**config.mk**
```make
export PLATFORM = sky130hd
export DESIGN_NAME = hss_stencil_alu
export DESIGN_NICKNAME = d
export VERILOG_FILES = /design/src/hss_pkg.sv /design/src/hss_stencil_alu.sv
export SDC_FILE = /design/constraint.sdc
export NUM_CORES = 1
export LEC_CHECK = 0
export ABC_AREA = 1
export BUFFER_PORTS_ARGS = -buffer_cell sky130_fd_sc_hd__buf_2
export CORE_MARGIN = 10
export CORE_UTILIZATION = 40
export DETAILED_ROUTE_END_ITERATION = 10
export PLACE_DENSITY_LB_ADDON = 0.3
export SLEW_MARGIN = 10
export SYNTH_ARGS = -nofsm -noshare
export SYNTH_HDL_FRONTEND = slang
export SYNTH_SLANG_ARGS = --single-unit
```
**constraint.sdc**
```tcl
create_clock -name vclk -period 32.8
set_input_delay 6.56 -clock vclk [all_inputs]
set_output_delay 6.56 -clock vclk [all_outputs]
set_load 0.005 [all_outputs]
```
**src/hss_pkg.sv**
```systemverilog
// Types and constants of the heat stencil sweep core.
package hss_pkg;

  localparam int SAMPLE_W   = 18;
  localparam int COEF_W     = 15;
  localparam int LEN_CFG_W  = 11;
  localparam int ROWS_W     = 16;
  localparam int CFG_DATA_W = 16;
  localparam int CFG_IDX_W  = 2;
  localparam int FRAC_BITS  = 16;
  localparam int LINE_W     = 2 * SAMPLE_W;

  typedef logic signed [SAMPLE_W-1:0] sample_t;

  localparam sample_t SAMPLE_MAX = 18'sh1FFFF;
  localparam sample_t SAMPLE_MIN = 18'sh20000;

  // configuration register indexes
  localparam logic [CFG_IDX_W-1:0] REG_ROW_LENGTH = 2'd0;
  localparam logic [CFG_IDX_W-1:0] REG_ROW_COUNT  = 2'd1;
  localparam logic [CFG_IDX_W-1:0] REG_COEF       = 2'd2;

  localparam logic [LEN_CFG_W-1:0] ROW_LENGTH_RST = 11'd1024;
  localparam logic [ROWS_W-1:0]    ROW_COUNT_RST  = 16'd1024;
  localparam logic [COEF_W-1:0]    COEF_RST       = 15'd16384;

  // five taps of the stencil around the centre point
  typedef struct packed {
    sample_t up;
    sample_t down;
    sample_t left;
    sample_t right;
    sample_t centre;
  } taps_t;

endpackage

```
**src/hss_stencil_alu.sv**
```systemverilog
// Five-point stencil update with floor shift and saturation.
module hss_stencil_alu (
  input  hss_pkg::taps_t                 taps,
  input  logic [hss_pkg::COEF_W-1:0]     coef,
  output hss_pkg::sample_t               new_value
);

  logic signed [20:0] lap;
  logic signed [36:0] coef_s;
  logic signed [36:0] prod;
  logic signed [20:0] delta;
  logic signed [21:0] sum;

  always_comb begin
    lap = 21'(taps.up) + 21'(taps.down) + 21'(taps.left) + 21'(taps.right)
          - (21'(taps.centre) <<< 2);
    coef_s = 37'($signed({1'b0, coef}));
    prod   = 37'(lap) * coef_s;
    // arithmetic shift gives the floor of the product with the Q0.16 coefficient
    delta  = 21'(prod >>> hss_pkg::FRAC_BITS);
    sum    = 22'(taps.centre) + 22'(delta);
    if (sum > 22'(hss_pkg::SAMPLE_MAX)) begin
      new_value = hss_pkg::SAMPLE_MAX;
    end else if (sum < 22'(hss_pkg::SAMPLE_MIN)) begin
      new_value = hss_pkg::SAMPLE_MIN;
    end else begin
      new_value = sum[hss_pkg::SAMPLE_W-1:0];
    end
  end

endmodule

```
Word level (Yosys, flattened, before mapping)
Cells that the tools add are included.
Widths: inputs -> output; s select.
{"block": "op_classes", "n_addsub": 5, "magnitude_cmp": 2, "multipliers": 1, "n_mux": 2}
{"op": "$mul 21x16->37", "count": 1}
{"op": "$mux 18", "count": 2}
{"op": "$add 18x21->22", "count": 1}
{"op": "$gt 22x18->1 const B", "count": 1}
{"op": "$lt 22x18->1 const B", "count": 1}
{"op": "$add 20x18->21", "count": 1}
{"op": "$sub 21x20->21", "count": 1}
{"op": "$add 19x18->20", "count": 1}
{"op": "$add 18x18->19", "count": 1}
{"block": "totals", "inputBits": 105, "out_inout_bits": 18, "register_bits": 0}

Depth between registers and ports, before layout
Gate-level depths: netlist (run 1).
{"block": "depth", "depth_word": 9, "ltp_mapped": 57}

Least setup slack after synthesis (run 1)
Ideal clock, no wire load.
{"block": "synth_timing", "kind": "in2out", "start": "input port taps[1] (netlist bit)", "end": "output port new_value[15]", "path_buffers": 3, "t_arrival_ns": 15.868, "stages": 48, "path_slack_ns": 10.372, "path_cell_list": "inv_1 fa_1 fa_1 inv_1 fa_1 inv_1 ha_1 nand3_1 nand3_2 a21oi_2 o21ai_4 nand3_2 nand2_2 nand2_1 nand2_1 nand2_2 buf_6 nand3_2 [... 12 more ...] ha_1 nand2_1 nor2_1 inv_1 nor4_1 nand3_1 nand3_1 xor2_1 ha_1 a21oi_1 o31ai_1 a21oi_1 nand4_2 nand2_2 nand2_4 buf_12 nand2_2 nand2_2"}
{"block": "synth_via", "elab_chain_len": 6, "word_cells_on_any_way": 7, "cone_classes": "add/sub: 2; mul: 1; order compare: 2; mux: 2"}
{"element": "start, declared", "line_no": "hss_stencil_alu.sv:3", "text": "input hss_pkg::taps_t taps,"}
{"element": "$sub 21x20->21", "line_no": "hss_stencil_alu.sv:16", "text": "- (21'(taps.centre) <<< 2);"}
{"element": "$mul 21x16->37", "line_no": "hss_stencil_alu.sv:18", "text": "prod = 37'(lap) * coef_s;"}
{"element": "$add 18x21->22 (*)", "line_no": "hss_stencil_alu.sv:21", "text": "sum = 22'(taps.centre) + 22'(delta);"}
{"element": "$lt 22x18->1", "line_no": "hss_stencil_alu.sv:24", "text": "end else if (sum < 22'(hss_pkg::SAMPLE_MIN)) begin"}
{"element": "$mux 18", "line_no": "hss_stencil_alu.sv:24"}
{"element": "$mux 18 (*)", "line_no": "hss_stencil_alu.sv:22", "text": "if (sum > 22'(hss_pkg::SAMPLE_MAX)) begin"}
{"element": "end, declared", "line_no": "hss_stencil_alu.sv:5", "text": "output hss_pkg::sample_t new_value"}
Every way passes the cells marked *; elsewhere a longest branch is shown, timed or not.

Worst setup path after layout (run 1)
{"block": "layout_timing", "start": "input port taps[0] (netlist bit)", "end": "output port new_value[1]"}
The elaborated chain is that of the path after synthesis.

==> flow_summary.ini, run 1 <==
[synth]
netlist_instances = 2132
synth_simple_gate_area_share_pct = 20.33
synth_xor_area_share_pct = 3.307
synth.cell_area_mm2 = 0.01631
synth_top_area_share_pct = 44.31
ys_types = 53
yosys.area.top_type = fa_1
synthAdderAreaFrac_pct = 54.98
yosys_warnings = 0
synthMuxAreaShare_pct = 0
synth_nets = 2737
synth_compound_area_share_pct = 5.654
syn_avg_cell_area_um2 = 7.649
yosysMostFrequentCell = inv_1
ys_seq_area_share_pct = 0
synth_top_family_by_area = adder cells
synth_area_leaders = fa_1 (44%), inv_1 (14%), ha_1 (11%)
synth_common_cells = inv_1 (600), nand2_1 (371), fa_1 (361)

[die]
die_area_mm2 = 0.04925
rows = 73
ios = 123
die_w_um = 221.9
coreArea_mm2 = 0.04001
die_h_um = 221.9
start_util_pct = 40.76

[cells_and_area]
diodes = 0
layout.nets = 2822
seqCellArea_um2 = 0
nClkBuffers = 0
nFlopsAndLatches = 0
area_growth_pct = 6.621
drive_above_1_share_pct = 10.74
fillers = 4174

[routing]
dr.pass1.iters = 5
drc_errors = 0
viasPerCell = 4.999
drt_wl_total_um = 48130
via_count = 13700
ant_nets = 0
drt_iter0_markers = 1070
wl_per_cell_um = 17.56

[run]
drv_cap = 0

[timing]
setup_viol = 0
timing.setup.tns_ps = 0
period_minus_slack_ps = 24290
slew_headroom_pct = 28.04
finalHoldViolations = 0
worstMarginPinSlew_ps = 1076
timing.final.crit_share_pct = 74.04
layout_setup_ws_ps = 8514
max_freq_mhz = 41.18
final_max_slew_viol_count = 0
rsz0062_at_grt = no

[hold_path]
holdCritPathClass = primary input to output port
holdPathStages = 5
worstHoldStart = taps[0]
holdPathEnd = new_value[0]

[cts]
cts_resized = 0
cts_hold_buffers = 0
cts_setup_buffers = 0

[global_routing]
grt_pass1_vias = 14330
grt-ovfl-total = 0
antenna_found_initial = 0
grt_max_degree = 22
grt_pass1_wl_um = 78180
grt_use_total_pct = 19.57

[place]
dp_slack_ps = 8606
portBuffers = 123
gp_congestion = 0.9959
dpl.hpwl_um = 43140

[critical_path]
startpoint_type = primary input
path_common_cell = fa_1
cp.required_ps = 26240
critPathSlowestCell = xor2_1
crit_arrival_ps = 17730
crit_path_max_fanout = 17
endpoint_kind = output port
crit_path_max_incr_delay_ps = 840
path_class = primary input to output port

[outcome]
outcome = finished clean
-- cells in the final DEF (no fill, tap or decap), types with 22 or more instances in the layout --
master	n
nand2_2	37
nand3_1	107
xnor2_1	25
fa_1	361
nand2_1	371
inv_2	22
o21ai_0	28
nor2_1	165
buf_2	123
a21oi_1	79
xor2_1	31
ha_1	139
inv_1	600
-- worst max path at each step --
stage	startpoint	end	slack [ps]	depth (start not counted)
after detailed placement	taps[0]	new_value[1]	8610	46
after global routing	taps[0]	new_value[3]	7870	46
final	taps[0]	new_value[1]	8510	46
after CTS	taps[0]	new_value[1]	8560	46
after global placement	taps[0]	new_value[3]	8530	46
after floorplan	taps[1]	new_value[15]	10370	48
-- layer usage --
metal	track usage [%]	routed length, µm	vias up
met5	0	0	-
li1	-	-	6391
met4	2.843	769	0
met2	32.75	22910	457
met3	1.859	3130	46
met1	27.33	21320	6803
-- metrics by stage --
| stage | cell area, µm² | hold WS [ps] | utilization, % | std cells |
|---|---|---|---|---|
| after floorplan | 16310 | 13320 | - | 2132 |
| after global routing | 17390 | 13600 | 43.46 | 2740 |
| after global placement | 17390 | 13580 | 43.46 | 2740 |
| after detailed placement | 17390 | 13570 | 43.46 | 2740 |
| final | 17390 | 13570 | 43.46 | 2740 |
| after CTS | 17390 | 13570 | 43.46 | 2740 |
-- final cells by class --
| cell class | instances | area (µm²) | share of cell area, % |
|---|---|---|---|
| multi-input cells | 1464 | 13740 | 79.04 |
| inverters | 624 | 2342 | 13.47 |
| well taps | 525 | 656.9 | 3.778 |
| repair buffers | 127 | 645.6 | 3.713 |
-- critical path: cells and delay by family --
family / cells / cell delay, ps
AOI/OAI and AO/OA: 4 / 880
xor gates and xnor gates: 2 / 1140
buffers and inverters: 11 / 1230
and+or+nand+nor: 16 / 1980
adders and majority gates: 13 / 5940
-- kinds of logic after synthesis --
| family | Yosys count |
|---|---|
| and+or+nand+nor | 748 |
| buffers and inverters | 668 |
| adders and majority gates | 500 |
| AOI/OAI and AO/OA | 157 |
| xor gates and xnor gates | 59 |
Power of run 1 is left out: the tool's default activity adds up to more than one toggle a clock period on the data nets, which glitch-free logic cannot reach.
==> run 2: changes to the inputs <==
- clock period: 32.8 -> 22.6 ns (I/O delays scaled with it)
==> flow_summary.ini, run 2 (synthesis results as in run 1) <==
[outcome]
outcome = finished clean

[critical_path]
critPathSlowestCell = xor2_1
endpoint_kind = output port
crit_path_max_incr_delay_ps = 850
path_common_cell = fa_1
cp.required_ps = 18080
startpoint_type = primary input
path_class = primary input to output port
crit_path_max_fanout = 17
crit_arrival_ps = 15720

[place]
gp_congestion = 0.9974
dpl.hpwl_um = 43120
portBuffers = 123

[global_routing]
grt_max_degree = 22
grt-ovfl-total = 0
grt_pass1_wl_um = 77990
grt_pass1_vias = 14310
grt_use_total_pct = 19.54
antenna_found_initial = 0

[cells_and_area]
nClkBuffers = 0
nFlopsAndLatches = 0
seqCellArea_um2 = 0
mostFrequentLayoutCell = inv_1
layout_common_cells = inv_1 (600), nand2_1 (371), fa_1 (361)
area_growth_pct = 6.621
layout.nets = 2822
fillers = 4152
diodes = 0
drive_above_1_share_pct = 10.74
multi_input_comb_area_mm2 = 0.01374

[timing]
slew_headroom_pct = 28.08
period_minus_slack_ps = 20240
timing.final.crit_share_pct = 89.55
final_max_slew_viol_count = 0
timing.setup.tns_ps = 0
finalHoldViolations = 0
worstMarginPinSlew_ps = 1075
rsz0062_at_grt = no
setup_viol = 0
max_freq_mhz = 49.41

[die]
start_util_pct = 40.76
rows = 73
coreArea_mm2 = 0.04001
ios = 123
die_w_um = 221.9
die_area_mm2 = 0.04925
die_h_um = 221.9

[routing]
met2_length_um = 23110
via_count = 13620
top_layer = met4
drc_errors = 0
dr.pass1.iters = 7
drt_wl_total_um = 48180
viasPerCell = 4.971
drt_iter0_markers = 951
wl_met3_um = 3054
wl_met1_um = 21280
wl_per_cell_um = 17.58
ant_nets = 0

[cts]
cts_setup_buffers = 0
cts_hold_buffers = 0
cts_resized = 0

[run]
drv_cap = 0

[hold_path]
holdCritPathClass = primary input to output port
## run 2: worst paths after layout
| check | cells past startpoint | to | startpoint | slack, ps |
|---|---|---|---|---|
| worst max-delay path | 46 | new_value[3] | taps[0] | 2360 |
| worst min-delay path | 5 | new_value[0] | taps[0] | 9500 |
## run 2: stage by stage
step	util (%)	cell area (µm²)	hold WS, ps	std cells	setup WS (ps)
2_1_floorplan	-	16310	9244	2132	4252
3_3_place_gp	43.46	17390	9501	2740	2407
3_5_place_dp	43.46	17390	9494	2740	2492
4_1_cts	43.46	17390	9496	2740	2452
5_1_grt	43.46	17390	9520	2740	1867
6_report	43.46	17390	9499	2740	2361
## run 2: area by class of cell
cell class         instances  area share (%)
well taps                525           3.778
repair buffers           127           3.713
inverters                624           13.47
multi-input cells       1464           79.04
## run 2: worst max-delay path, delay by kind of cell
family / cells / cell delay [ps]
AO/OA/AOI/OAI: 4 / 870
XOR/XNOR: 2 / 1170
adder cells (fa/ha/maj): 13 / 5920
buffers and inverters: 11 / 1220
AND/OR/NAND/NOR: 16 / 2000
## run 2: layer usage
layer  vias to the layer above  global-route usage, %
li1                       6396                      -
met2                       425                  33.15
met4                         0                  2.733
met5                         -                      0
met3                        40                  1.846
met1                      6760                  26.98
Power of run 2 is left out for the same reason.
